==> config.mk <==
export PLATFORM = sky130hd
export DESIGN_NAME = envelope_follower_adaptive_threshold_core_flat
export DESIGN_NICKNAME = d
export VERILOG_FILES = /design/src/rtl/efat_pkg.sv /design/src/rtl/efat_if.sv /design/src/rtl/efat_front.sv /design/src/rtl/efat_track.sv /design/src/rtl/efat_cmp.sv /design/src/rtl/envelope_follower_adaptive_threshold_core.sv /design/src/flat_wrapper.sv
export VERILOG_INCLUDE_DIRS = /design/src /design/src/rtl
export SDC_FILE = /design/constraint.sdc
export NUM_CORES = 2
export LEC_CHECK = 0
export BUFFER_PORTS_ARGS = -buffer_cell sky130_fd_sc_hd__buf_2
export CAP_MARGIN = 0
export CORE_MARGIN = 1.5
export CORE_UTILIZATION = 58
export DETAILED_ROUTE_END_ITERATION = 8
export GPL_TIMING_DRIVEN = 0
export PLACE_DENSITY = 0.75
export SLEW_MARGIN = 20
export SYNTH_ARGS = -nofsm -noshare
export SYNTH_HDL_FRONTEND = slang
export SYNTH_SLANG_ARGS = --single-unit
==> constraint.sdc <==
create_clock -name clk_i -period 35 [get_ports clk_i]
set_clock_uncertainty 0.15 [all_clocks]
set_input_delay 7 -clock clk_i [delete_from_list [all_inputs] [get_ports clk_i]]
set_output_delay 7 -clock clk_i [all_outputs]
set_load 0.005 [all_outputs]
==> src/rtl/envelope_follower_adaptive_threshold_core_assert.svh <==
// ----------------------------------------------------------------------------
// envelope follower assertion macros
// clocked assertion wrappers, with and without a reset qualifier
// ----------------------------------------------------------------------------
`ifndef ENVELOPE_FOLLOWER_ADAPTIVE_THRESHOLD_CORE_ASSERT_SVH
`define ENVELOPE_FOLLOWER_ADAPTIVE_THRESHOLD_CORE_ASSERT_SVH

`ifndef ASSERT_OFF
`define EFAT_ASSERT(label, clk, rst_n, prop) \
  label: assert property (@(posedge clk) disable iff (!rst_n) prop) \
    else $error("efat assertion failed");
`define EFAT_ASSERT_NR(label, clk, prop) \
  label: assert property (@(posedge clk) prop) \
    else $error("efat assertion failed");
`else
`define EFAT_ASSERT(label, clk, rst_n, prop)
`define EFAT_ASSERT_NR(label, clk, prop)
`endif

`endif

==> src/rtl/efat_pkg.sv <==
// ----------------------------------------------------------------------------
// efat_pkg
// widths, reset values, register codes and stage types of the envelope follower
// ----------------------------------------------------------------------------
package efat_pkg;

  localparam int unsigned SampleW = 32;
  localparam int unsigned LevelW  = 31;
  localparam int unsigned CfgW    = 16;
  localparam int unsigned CfgIdxW = 2;

  localparam logic [CfgIdxW-1:0] REG_WEIGHT    = 2'd0;
  localparam logic [CfgIdxW-1:0] REG_THRESHOLD = 2'd1;

  localparam logic [LevelW-1:0] MinReset    = 31'd80000000;
  localparam logic [CfgW-1:0]   WeightReset = 16'd655;
  localparam logic [CfgW-1:0]   ThrReset    = 16'd32768;

  // rectified sample on its way to the tracker
  typedef struct packed {
    logic              valid;
    logic              clear;
    logic [LevelW-1:0] mag;
  } efat_mag_t;

  // tracker state on its way to the compare stage
  typedef struct packed {
    logic              valid;
    logic [LevelW-1:0] level;
    logic [LevelW-1:0] floor_level;
    logic [LevelW-1:0] peak_level;
  } efat_state_t;

endpackage

==> src/rtl/efat_if.sv <==
// ----------------------------------------------------------------------------
// efat_if
// sample and result channels with valid/ready transfer
// ----------------------------------------------------------------------------
interface efat_in_if
  import efat_pkg::*;
();
  logic                      valid;
  logic                      ready;
  logic signed [SampleW-1:0] sample;
  logic                      clear_peak;

  modport source (output valid, sample, clear_peak, input ready);
  modport sink (input valid, sample, clear_peak, output ready);
endinterface

interface efat_out_if
  import efat_pkg::*;
();
  logic              valid;
  logic              ready;
  logic [LevelW-1:0] level;
  logic [LevelW-1:0] floor_level;
  logic [LevelW-1:0] peak_level;
  logic              above;

  modport source (output valid, level, floor_level, peak_level, above, input ready);
  modport sink (input valid, level, floor_level, peak_level, above, output ready);
endinterface

==> src/rtl/efat_front.sv <==
// ----------------------------------------------------------------------------
// efat_front
// input register with full-wave rectifier, most negative sample saturates
// ----------------------------------------------------------------------------
module efat_front
  import efat_pkg::*;
(
  input  logic                      clk_i,
  input  logic                      rst_ni,
  input  logic                      valid_i,
  input  logic signed [SampleW-1:0] sample_i,
  input  logic                      clear_i,
  output logic                      ready_o,
  input  logic                      ready_i,
  output efat_mag_t                 mag_o
);

  logic              valid_q;
  logic              clear_q;
  logic [LevelW-1:0] mag_q;
  logic [LevelW-1:0] mag_d;
  logic [SampleW-1:0] neg;
  logic              adv;

  assign adv     = !valid_q || ready_i;
  assign ready_o = adv;
  assign neg     = ~sample_i + 1'b1;

  always_comb begin
    if (sample_i[SampleW-1] && (sample_i[SampleW-2:0] == '0)) begin
      mag_d = '1;
    end else if (sample_i[SampleW-1]) begin
      mag_d = neg[LevelW-1:0];
    end else begin
      mag_d = sample_i[LevelW-1:0];
    end
  end

  always_ff @(posedge clk_i or negedge rst_ni) begin
    if (!rst_ni) begin
      valid_q <= 1'b0;
    end else if (adv) begin
      valid_q <= valid_i;
    end
  end

  always_ff @(posedge clk_i) begin
    if (adv && valid_i) begin
      mag_q   <= mag_d;
      clear_q <= clear_i;
    end
  end

  assign mag_o = '{valid: valid_q, clear: clear_q, mag: mag_q};

endmodule

==> src/rtl/efat_track.sv <==
// ----------------------------------------------------------------------------
// efat_track
// q16 moving average of the magnitude with running minimum and maximum
// ----------------------------------------------------------------------------
module efat_track
  import efat_pkg::*;
(
  input  logic            clk_i,
  input  logic            rst_ni,
  input  efat_mag_t       mag_i,
  input  logic [CfgW-1:0] weight_i,
  output logic            ready_o,
  input  logic            ready_i,
  output efat_state_t     st_o
);

  localparam int unsigned DiffW = LevelW + 1;
  localparam int unsigned ProdW = DiffW + CfgW + 1;

  logic              valid_q;
  logic [LevelW-1:0] env_q, env_d;
  logic [LevelW-1:0] min_q, min_d;
  logic [LevelW-1:0] max_q, max_d;
  logic [LevelW-1:0] max_base;
  logic signed [DiffW-1:0] diff;
  logic signed [CfgW:0]    wext;
  logic signed [ProdW-1:0] prod;
  logic signed [ProdW-1:0] sum;
  logic adv;
  logic take;

  assign adv     = !valid_q || ready_i;
  assign take    = adv && mag_i.valid;
  assign ready_o = adv;

  // env + round((mag - env) * w / 2^16), same as the weighted sum of both
  assign diff  = $signed({1'b0, mag_i.mag}) - $signed({1'b0, env_q});
  assign wext  = $signed({1'b0, weight_i});
  assign prod  = diff * wext;
  assign sum   = prod + $signed({{(ProdW-CfgW){1'b0}}, 16'h8000});
  assign env_d = env_q + sum[CfgW +: LevelW];

  assign max_base = mag_i.clear ? '0 : max_q;
  assign max_d    = (env_d > max_base) ? env_d : max_base;
  assign min_d    = (env_d < min_q) ? env_d : min_q;

  always_ff @(posedge clk_i or negedge rst_ni) begin
    if (!rst_ni) begin
      valid_q <= 1'b0;
      env_q   <= '0;
      min_q   <= MinReset;
      max_q   <= '0;
    end else begin
      if (adv) begin
        valid_q <= mag_i.valid;
      end
      if (take) begin
        env_q <= env_d;
        min_q <= min_d;
        max_q <= max_d;
      end
    end
  end

  assign st_o = '{valid: valid_q, level: env_q, floor_level: min_q, peak_level: max_q};

endmodule

==> src/rtl/efat_cmp.sv <==
// ----------------------------------------------------------------------------
// efat_cmp
// threshold compare against the min-to-max span and result register
// ----------------------------------------------------------------------------
module efat_cmp
  import efat_pkg::*;
(
  input  logic              clk_i,
  input  logic              rst_ni,
  input  efat_state_t       st_i,
  input  logic [CfgW-1:0]   thr_i,
  output logic              ready_o,
  input  logic              ready_i,
  output logic              valid_o,
  output logic [LevelW-1:0] level_o,
  output logic [LevelW-1:0] floor_o,
  output logic [LevelW-1:0] peak_o,
  output logic              above_o
);

  localparam int unsigned CmpW = LevelW + CfgW;

  logic              valid_q;
  logic [LevelW-1:0] level_q, floor_q, peak_q;
  logic              above_q, above_d;
  logic [LevelW-1:0] span, num;
  logic [CmpW-1:0]   lhs, rhs;
  logic adv;

  assign adv     = !valid_q || ready_i;
  assign ready_o = adv;

  assign span = st_i.peak_level - st_i.floor_level;
  assign num  = st_i.level - st_i.floor_level;
  assign lhs  = {num, {CfgW{1'b0}}};
  assign rhs  = thr_i * span;

  assign above_d = (st_i.peak_level > st_i.floor_level) &&
                   (st_i.level >= st_i.floor_level) && (lhs > rhs);

  always_ff @(posedge clk_i or negedge rst_ni) begin
    if (!rst_ni) begin
      valid_q <= 1'b0;
    end else if (adv) begin
      valid_q <= st_i.valid;
    end
  end

  always_ff @(posedge clk_i) begin
    if (adv && st_i.valid) begin
      level_q <= st_i.level;
      floor_q <= st_i.floor_level;
      peak_q  <= st_i.peak_level;
      above_q <= above_d;
    end
  end

  assign valid_o = valid_q;
  assign level_o = level_q;
  assign floor_o = floor_q;
  assign peak_o  = peak_q;
  assign above_o = above_q;

endmodule

==> src/rtl/envelope_follower_adaptive_threshold_core.sv <==
// path: a transferred sample is registered in the input register, then the envelope register, then the result register
// throughput: one sample per cycle while the receiver is ready, set by the envelope update loop
//   (one 32 x 17 multiply-add feeding back into the envelope register)
// each stage holds its item while the next stage is full and stalled, bubbles are filled on the fly
// reset: asynchronous, envelope and maximum cleared, minimum to 80000000,
//   weight 655, threshold 32768, pipeline empty
// ----------------------------------------------------------------------------
// envelope_follower_adaptive_threshold_core
// rectified q16 envelope with running floor and peak and a span-relative threshold
// ----------------------------------------------------------------------------
`include "envelope_follower_adaptive_threshold_core_assert.svh"

module envelope_follower_adaptive_threshold_core
  import efat_pkg::*;
(
  input  logic               clk_i,
  input  logic               rst_ni,
  input  logic               cfg_we_i,
  input  logic [CfgIdxW-1:0] cfg_idx_i,
  input  logic [CfgW-1:0]    cfg_data_i,
  efat_in_if.sink            in_i,
  efat_out_if.source         out_o
);

  logic [CfgW-1:0] weight_q;
  logic [CfgW-1:0] thr_q;

  efat_mag_t   mag;
  efat_state_t st;
  logic        track_ready;
  logic        cmp_ready;

  always_ff @(posedge clk_i or negedge rst_ni) begin
    if (!rst_ni) begin
      weight_q <= WeightReset;
      thr_q    <= ThrReset;
    end else if (cfg_we_i) begin
      unique case (cfg_idx_i)
        REG_WEIGHT:    weight_q <= cfg_data_i;
        REG_THRESHOLD: thr_q    <= cfg_data_i;
        default:       ;
      endcase
    end
  end

  efat_front u_front (
    .clk_i    (clk_i),
    .rst_ni   (rst_ni),
    .valid_i  (in_i.valid),
    .sample_i (in_i.sample),
    .clear_i  (in_i.clear_peak),
    .ready_o  (in_i.ready),
    .ready_i  (track_ready),
    .mag_o    (mag)
  );

  efat_track u_track (
    .clk_i    (clk_i),
    .rst_ni   (rst_ni),
    .mag_i    (mag),
    .weight_i (weight_q),
    .ready_o  (track_ready),
    .ready_i  (cmp_ready),
    .st_o     (st)
  );

  efat_cmp u_cmp (
    .clk_i   (clk_i),
    .rst_ni  (rst_ni),
    .st_i    (st),
    .thr_i   (thr_q),
    .ready_o (cmp_ready),
    .ready_i (out_o.ready),
    .valid_o (out_o.valid),
    .level_o (out_o.level),
    .floor_o (out_o.floor_level),
    .peak_o  (out_o.peak_level),
    .above_o (out_o.above)
  );

  `EFAT_ASSERT(a_order, clk_i, rst_ni, out_o.valid |-> (out_o.floor_level <= out_o.level) && (out_o.level <= out_o.peak_level))
  `EFAT_ASSERT(a_above_span, clk_i, rst_ni, (out_o.valid && out_o.above) |-> (out_o.peak_level > out_o.floor_level))
  `EFAT_ASSERT(a_empty_ready, clk_i, rst_ni, !out_o.valid |-> in_i.ready)
  `EFAT_ASSERT_NR(a_rst_empty, clk_i, !rst_ni |-> !out_o.valid)

endmodule

==> src/flat_wrapper.sv <==
// flat-port wrapper written by rule: the top's interface ports become plain ports
module envelope_follower_adaptive_threshold_core_flat import efat_pkg::*;
  (clk_i, rst_ni, cfg_we_i, cfg_idx_i, cfg_data_i, in_i_valid, in_i_sample, in_i_clear_peak, in_i_ready, out_o_valid, out_o_level, out_o_floor_level, out_o_peak_level, out_o_above, out_o_ready);
  efat_in_if in_i_i ();
  efat_out_if out_o_i ();
  input  logic clk_i;
  input  logic rst_ni;
  input  logic cfg_we_i;
  input  logic [CfgIdxW-1:0] cfg_idx_i;
  input  logic [CfgW-1:0] cfg_data_i;
  input wire logic [$bits(in_i_i.valid)-1:0] in_i_valid;
  input wire logic [$bits(in_i_i.sample)-1:0] in_i_sample;
  input wire logic [$bits(in_i_i.clear_peak)-1:0] in_i_clear_peak;
  output wire logic [$bits(in_i_i.ready)-1:0] in_i_ready;
  output wire logic [$bits(out_o_i.valid)-1:0] out_o_valid;
  output wire logic [$bits(out_o_i.level)-1:0] out_o_level;
  output wire logic [$bits(out_o_i.floor_level)-1:0] out_o_floor_level;
  output wire logic [$bits(out_o_i.peak_level)-1:0] out_o_peak_level;
  output wire logic [$bits(out_o_i.above)-1:0] out_o_above;
  input wire logic [$bits(out_o_i.ready)-1:0] out_o_ready;
  assign in_i_i.valid = in_i_valid;
  assign in_i_i.sample = in_i_sample;
  assign in_i_i.clear_peak = in_i_clear_peak;
  assign in_i_ready = in_i_i.ready;
  assign out_o_valid = out_o_i.valid;
  assign out_o_level = out_o_i.level;
  assign out_o_floor_level = out_o_i.floor_level;
  assign out_o_peak_level = out_o_i.peak_level;
  assign out_o_above = out_o_i.above;
  assign out_o_i.ready = out_o_ready;
  envelope_follower_adaptive_threshold_core u_core (.clk_i(clk_i), .rst_ni(rst_ni), .cfg_we_i(cfg_we_i), .cfg_idx_i(cfg_idx_i), .cfg_data_i(cfg_data_i), .in_i(in_i_i), .out_o(out_o_i));
endmodule
# --- After elaboration in Yosys (flattened, before gate mapping) ---
# Cells that the tools add are included.
word_totals:
  output_inout_bits: 96
  input_bits: 56
  register_bits: 254
op_classes:
  add_sub_neg: 6
  mul: 2
  n_reduce_logical: 17
  n_eq_ne: 1
  bitwise: 1
  order_cmp: 5
  mux: 3
ops:
  columns: ["cell", "n"]
  rows:
  - ["$mux 31", 3]
  - ["$gt 31x31->1", 2]
  - ["$sub 31x31->31", 2]
  - ["$add 47x17->47 const B", 1]
  - ["$gt 47x47->1", 1]
  - ["$mul 16x31->47", 1]
  - ["$mul 32x17->47", 1]
  - ["$sub 31x31->32", 1]
  - ["$add 31x1->31 const B", 1]
  - ["$add 31x31->31", 1]
  - ["$ge 31x31->1", 1]
  - ["$logic_not 31->1", 1]
  - ["$lt 31x31->1", 1]
  - ["$not 31->31", 1]
  - ["$logic_and 1x1->1", 6]
  - ["$reduce_and 2->1", 3]
  - ["$logic_not 1->1", 3]
  - ["$logic_or 1x1->1", 3]
  - ["$eq 2x1->1 const B", 1]
  - ["$logic_not 2->1", 1]

# --- Logic depth before layout (Yosys ltp) ---
depth:
  ltp_word: 6
  mapped_depth: 60
  mapped_depth_nobuf: 57

# --- Cells and area by module ---
# From an unflattened synthesis, not the netlist that was laid out.
unflattened:
  hier_cells: 5693
  hier_area_um2: 51989.9
modules_own_cells:
  columns: ["module", "n_inst", "cells_per_inst", "area_per_inst_um2"]
  rows:
  - ["efat_track", 1, 2952, 26053.7]
  - ["efat_cmp", 1, 2492, 22774.3]
  - ["efat_front", 1, 181, 1940.6]
  - ["envelope_follower_adaptive_threshold_core", 1, 68, 1221.2]

# --- Worst setup path before layout ---
# OpenSTA, ideal clock, no wires.
synth_path:
  path_kind: "input port to output port"
  start: "in out_o_ready"
  end: "out in_i_ready"
  path_stages: 2
  t_required_ns: 27.850
  setup_slack_ns: 20.605
  arrival_time_ns: 7.245
  n_path_buf: 0
  path_cell_list: "nor2b_1 > nand3_1"
synth_between:
  elab_chain_cells: 3
synth_lines:
  columns: ["item", "line", "text"]
  rows:
  - ["start: declaration", "flat_wrapper.sv:20", "input wire logic [$bits(out_o_i.ready)-1:0] out_o_ready;"]
  - ["$logic_or 1x1->1", "efat_cmp.sv:30", "assign adv = !valid_q || ready_i;"]
  - ["$logic_or 1x1->1", "efat_track.sv:32", "assign adv = !valid_q || ready_i;"]
  - ["$logic_or 1x1->1", "efat_front.sv:25", "assign adv = !valid_q || ready_i;"]
  - ["end: declaration", "flat_wrapper.sv:14", "output wire logic [$bits(in_i_i.ready)-1:0] in_i_ready;"]
# Every way passes these cells.

# --- Final worst setup path ---
layout_path:
  start: "reg u_core.u_track.env_q[0]"
  end: "reg u_core.u_track.max_q[1]"
layout_between:
  elab_chain_cells: 6
layout_lines:
  columns: ["item", "line", "text"]
  rows:
  - ["start: declaration", "efat_track.sv:21", "logic [LevelW-1:0] env_q, env_d;"]
  - ["start signal: assignment", "efat_track.sv:58", "env_q <= env_d;"]
  - ["$sub 31x31->32", "efat_track.sv:37", "assign diff = $signed({1'b0, mag_i.mag}) - $signed({1'b0, env_q});"]
  - ["$mul 32x17->47", "efat_track.sv:39", "assign prod = diff * wext;"]
  - ["$add 47x17->47", "efat_track.sv:40", "assign sum = prod + $signed({{(ProdW-CfgW){1'b0}}, 16'h8000});"]
  - ["$add 31x31->31 (*)", "efat_track.sv:41", "assign env_d = env_q + sum[CfgW +: LevelW];"]
  - ["net u_core.u_track.env_d[30]", "efat_track.sv:21", null]
  - ["$gt 31x31->1 (*)", "efat_track.sv:44", "assign max_d = (env_d > max_base) ? env_d : max_base;"]
  - ["$mux 31 (*)", "efat_track.sv:44", null]
  - ["end signal: assignment", "efat_track.sv:60", "max_q <= max_d;"]
  - ["end: declaration", "efat_track.sv:23", "logic [LevelW-1:0] max_q, max_d;"]
# The timed path passes the listed nets; every way through them passes the cells marked *.
# A chain may end at the register's enable or synchronous reset.

==> flow_summary.yaml <==
critical_path:
  ff2ff_path_depth: 55
  crit_fanout: 10
  cp_data_required_time_ps: 35340
  crit_slowest_cell: "xnor2_1"
  critPathArrivalTime_ps: 16690
  slowest_delay_ps: 790
  cp-start-kind: "flip-flop"
  crit_top_cell: "fa_1"
  cp-end-kind: "flip-flop"
  critical_path_class: "reg -> reg"
finish:
  layout-drive-gt1-share_pct: 5.56
  fillers: 7301
  final_common_cell: "inv_1"
  area_growth_pct: 6.34
  final_cell_mix: "1105 x inv_1, 884 x fa_1, 692 x nand2_1"
  fin_nets: 6979
  stdcell_count: 6744
synth:
  synth-simple-area-share_pct: 15.3
  synth_cells: 5391
  async_reset_ff_share_pct: 50.4
  synth-edff-count: 126
  syn-cell-area_sq_um: 50100
  synth.area.top_cells: "fa_1 35%, ha_1 12%, inv_1 8.3%"
  synth.ff_latch_count: 254
  synth_xor_area_share_pct: 3.79
  yosys.area_share.adder_pct: 47.0
  ys_warn_count: 0
  synth_top_area_share_pct: 35.3
  yosysSeqAreaShare_pct: 14.0
  synth_compound_area_share_pct: 8.66
  synthMuxAreaShare_pct: 1.52
  ys_types: 73
  avgSynthCellArea_sq_um: 9.30
  synth_ff_type: "edfxtp_1"
  yosys.area.top_type: "fa_1"
  syn_nets: 6797
  synth_top_family_by_area: "adder cells"
global_route:
  grt_max_degree: 99
  grt_overflow: 0
  grtUsageTotal_pct: 33.1
  grt_pass1_wl_mm: 224
  grt_pass1_vias: 39500
  antenna_found_initial: 14
floorplanning:
  io_pins: 152
  core.rowCount: 107
  die_area_sq_um: 88200
  fp.dieH_um: 297
  initial_utilization_pct: 58.7
  die_w_um: 297
  core_area_sq_um: 85400
placed_design:
  routabilityCongestion: 0.965
  dpl.hpwl_mm: 120
  placed_cells: 6688
  io_buffers: 151
cts:
  cts_buffer_depth: 3
  clk_latency_ps: 590
  cts_root_buf: "clkbuf_16"
  cts.sink_count: 254
  cts_inserted_buffers: 27
  cts_setup_buffers: 0
  hold_buffers: 0
  ctsResizeCount: 0
  cts_tree: "done"
  cts.clk_slew.worst_paths_ps: 70
  htree_levels: 1
hold_path:
  hold_depth: 0
  hp-class: "reg -> reg"
timing:
  grt_setup_unrepaired: "false"
  setup_violations: 0
  relSlewSlack_pct: 19.4
  report.final.slew_viol_count: 0
  hold_viol_final: 0
  finalCritPeriodShare_pct: 46.7
  fin_crit_ps: 16350
  final.setup.tns_ps: 0
  tightest_slew_ps: 1200
  max_freq_ghz: 0.0611
drt:
  vias_per_cell: 5.78
  drtPass1Iterations: 7
  route.detailed.drc: 0
  ant_nets: 0
  wl_mm: 143
  wl_per_cell_um: 21.3
  vias: 39000
  drtIter0Drc: 3636
run:
  maxCapViolCount: 0
outcome:
  status: "completed"
[per-stage QoR]
| stage | instance area (sq um) | setup slack [ps] | hold WS, ps | utilization [%] |
|---|---|---|---|---|
| 2_1_floorplan | 50100 | 20610 | 275 | - |
| 3_3_place_gp | 52300 | 19140 | 304 | 61.2 |
| 5_1_grt | 53300 | 17970 | 331 | 62.4 |
| 4_1_cts | 53300 | 19050 | 319 | 62.3 |
| 6_report | 53300 | 18650 | 326 | 62.4 |
| 3_5_place_dp | 52400 | 19110 | 302 | 61.3 |
[worst paths after layout]
| check | start | end | slack [ps] |
|---|---|---|---|
| setup / recovery | u_core.u_track.env_q[0] | u_core.u_track.max_q[1] | 18650 |
| hold / removal | u_core.u_track.min_q[1] | u_core.u_cmp.floor_o[1] | 330 |
| setup reg to reg | u_core.u_track.env_q[0] | u_core.u_track.max_q[1] | 18650 |
| hold reg to reg | u_core.u_track.min_q[1] | u_core.u_cmp.floor_o[1] | 330 |
| max in group asynchronous | rst_ni | u_core.weight_q[0] | 27730 |
| min in group asynchronous | rst_ni | u_core.u_track.env_q[30] | 6120 |
[state kept, by name (all words and copies together) (netlist names), 16 cells and up]
register	count
u_core.u_cmp.floor_o	31
u_core.u_cmp.level_o	31
u_core.u_cmp.peak_o	31
u_core.u_front.mag_q	31
u_core.u_track.env_q	31
u_core.u_track.max_q	31
u_core.u_track.min_q	31
u_core.thr_q	16
u_core.weight_q	16
[routing by layer]
| metal | global-route usage [%] | wire length, um | vias to the layer above |
|---|---|---|---|
| met5 | 0 | 38 | - |
| met4 | 14.5 | 7580 | 6 |
| li1 | - | - | 17200 |
| met2 | 49.3 | 61300 | 1933 |
| met3 | 6.86 | 15100 | 382 |
| met1 | 47.1 | 59300 | 19400 |
[synthesized netlist by cell type (all sizes together), types with 7 or more instances]
cell type,number
nor4,7
o21bai,28
inv,1105
a21boi,8
and3,17
a211oi,18
dfrtp,113
xor2,75
nand4,33
o31ai,14
mux2,65
a211o,9
ha,466
a41oi,8
or3,21
edfxtp,126
nor2,100
nand3,33
and2,414
or4,7
a31oi,13
a21o,102
xnor2,142
a21oi,183
o211ai,15
nor3,37
o21ai,126
clkbuf,190
dfstp,15
or2,9
and4,10
buf,7
nand2,692
nand2b,78
o21a,36
fa,884
o2111ai,9
a22o,31
nor2b,66
[critical path: cells and delay by family (launching register included)]
| kind | cells | cell delay (ps) |
|---|---|---|
| flops | 1 | 480 |
| buf+inv | 5 | 1160 |
| xor+xnor | 5 | 2090 |
| compound gates | 23 | 5810 |
| simple gates | 11 | 1780 |
| fa+ha+maj | 11 | 4790 |
[cell type report]
| type | count | area [sq um] | share of cell area [%] |
|---|---|---|---|
| Antenna cell | 6 | 15.0 | 0.0282 |
| Buffer | 197 | 762 | 1.43 |
| Tap cell | 1144 | 1430 | 2.69 |
| Multi-Input combinational cell | 3835 | 38200 | 71.7 |
| Clock buffer | 33 | 708 | 1.33 |
| Sequential cell | 254 | 7010 | 13.1 |
| Inverter | 1105 | 4150 | 7.78 |
| Timing Repair Buffer | 153 | 821 | 1.54 |
| Clock inverter | 17 | 164 | 0.308 |
[logic make-up (layout without fill, tap and decap cells)]
group | count (synthesis) | count (layout)
AOI/OAI and AO/OA | 661 | 661
xor gates and xnor gates | 217 | 217
adders and majority gates | 1352 | 1352
buffers and inverters | 1302 | 1505
DFF | 254 | 254
muxes | 68 | 68
other | 0 | 6
and+or+nand+nor | 1537 | 1537
Power is left out: the tool's default activity adds up to more than one toggle a clock period on the data nets, which glitch-free logic cannot reach.
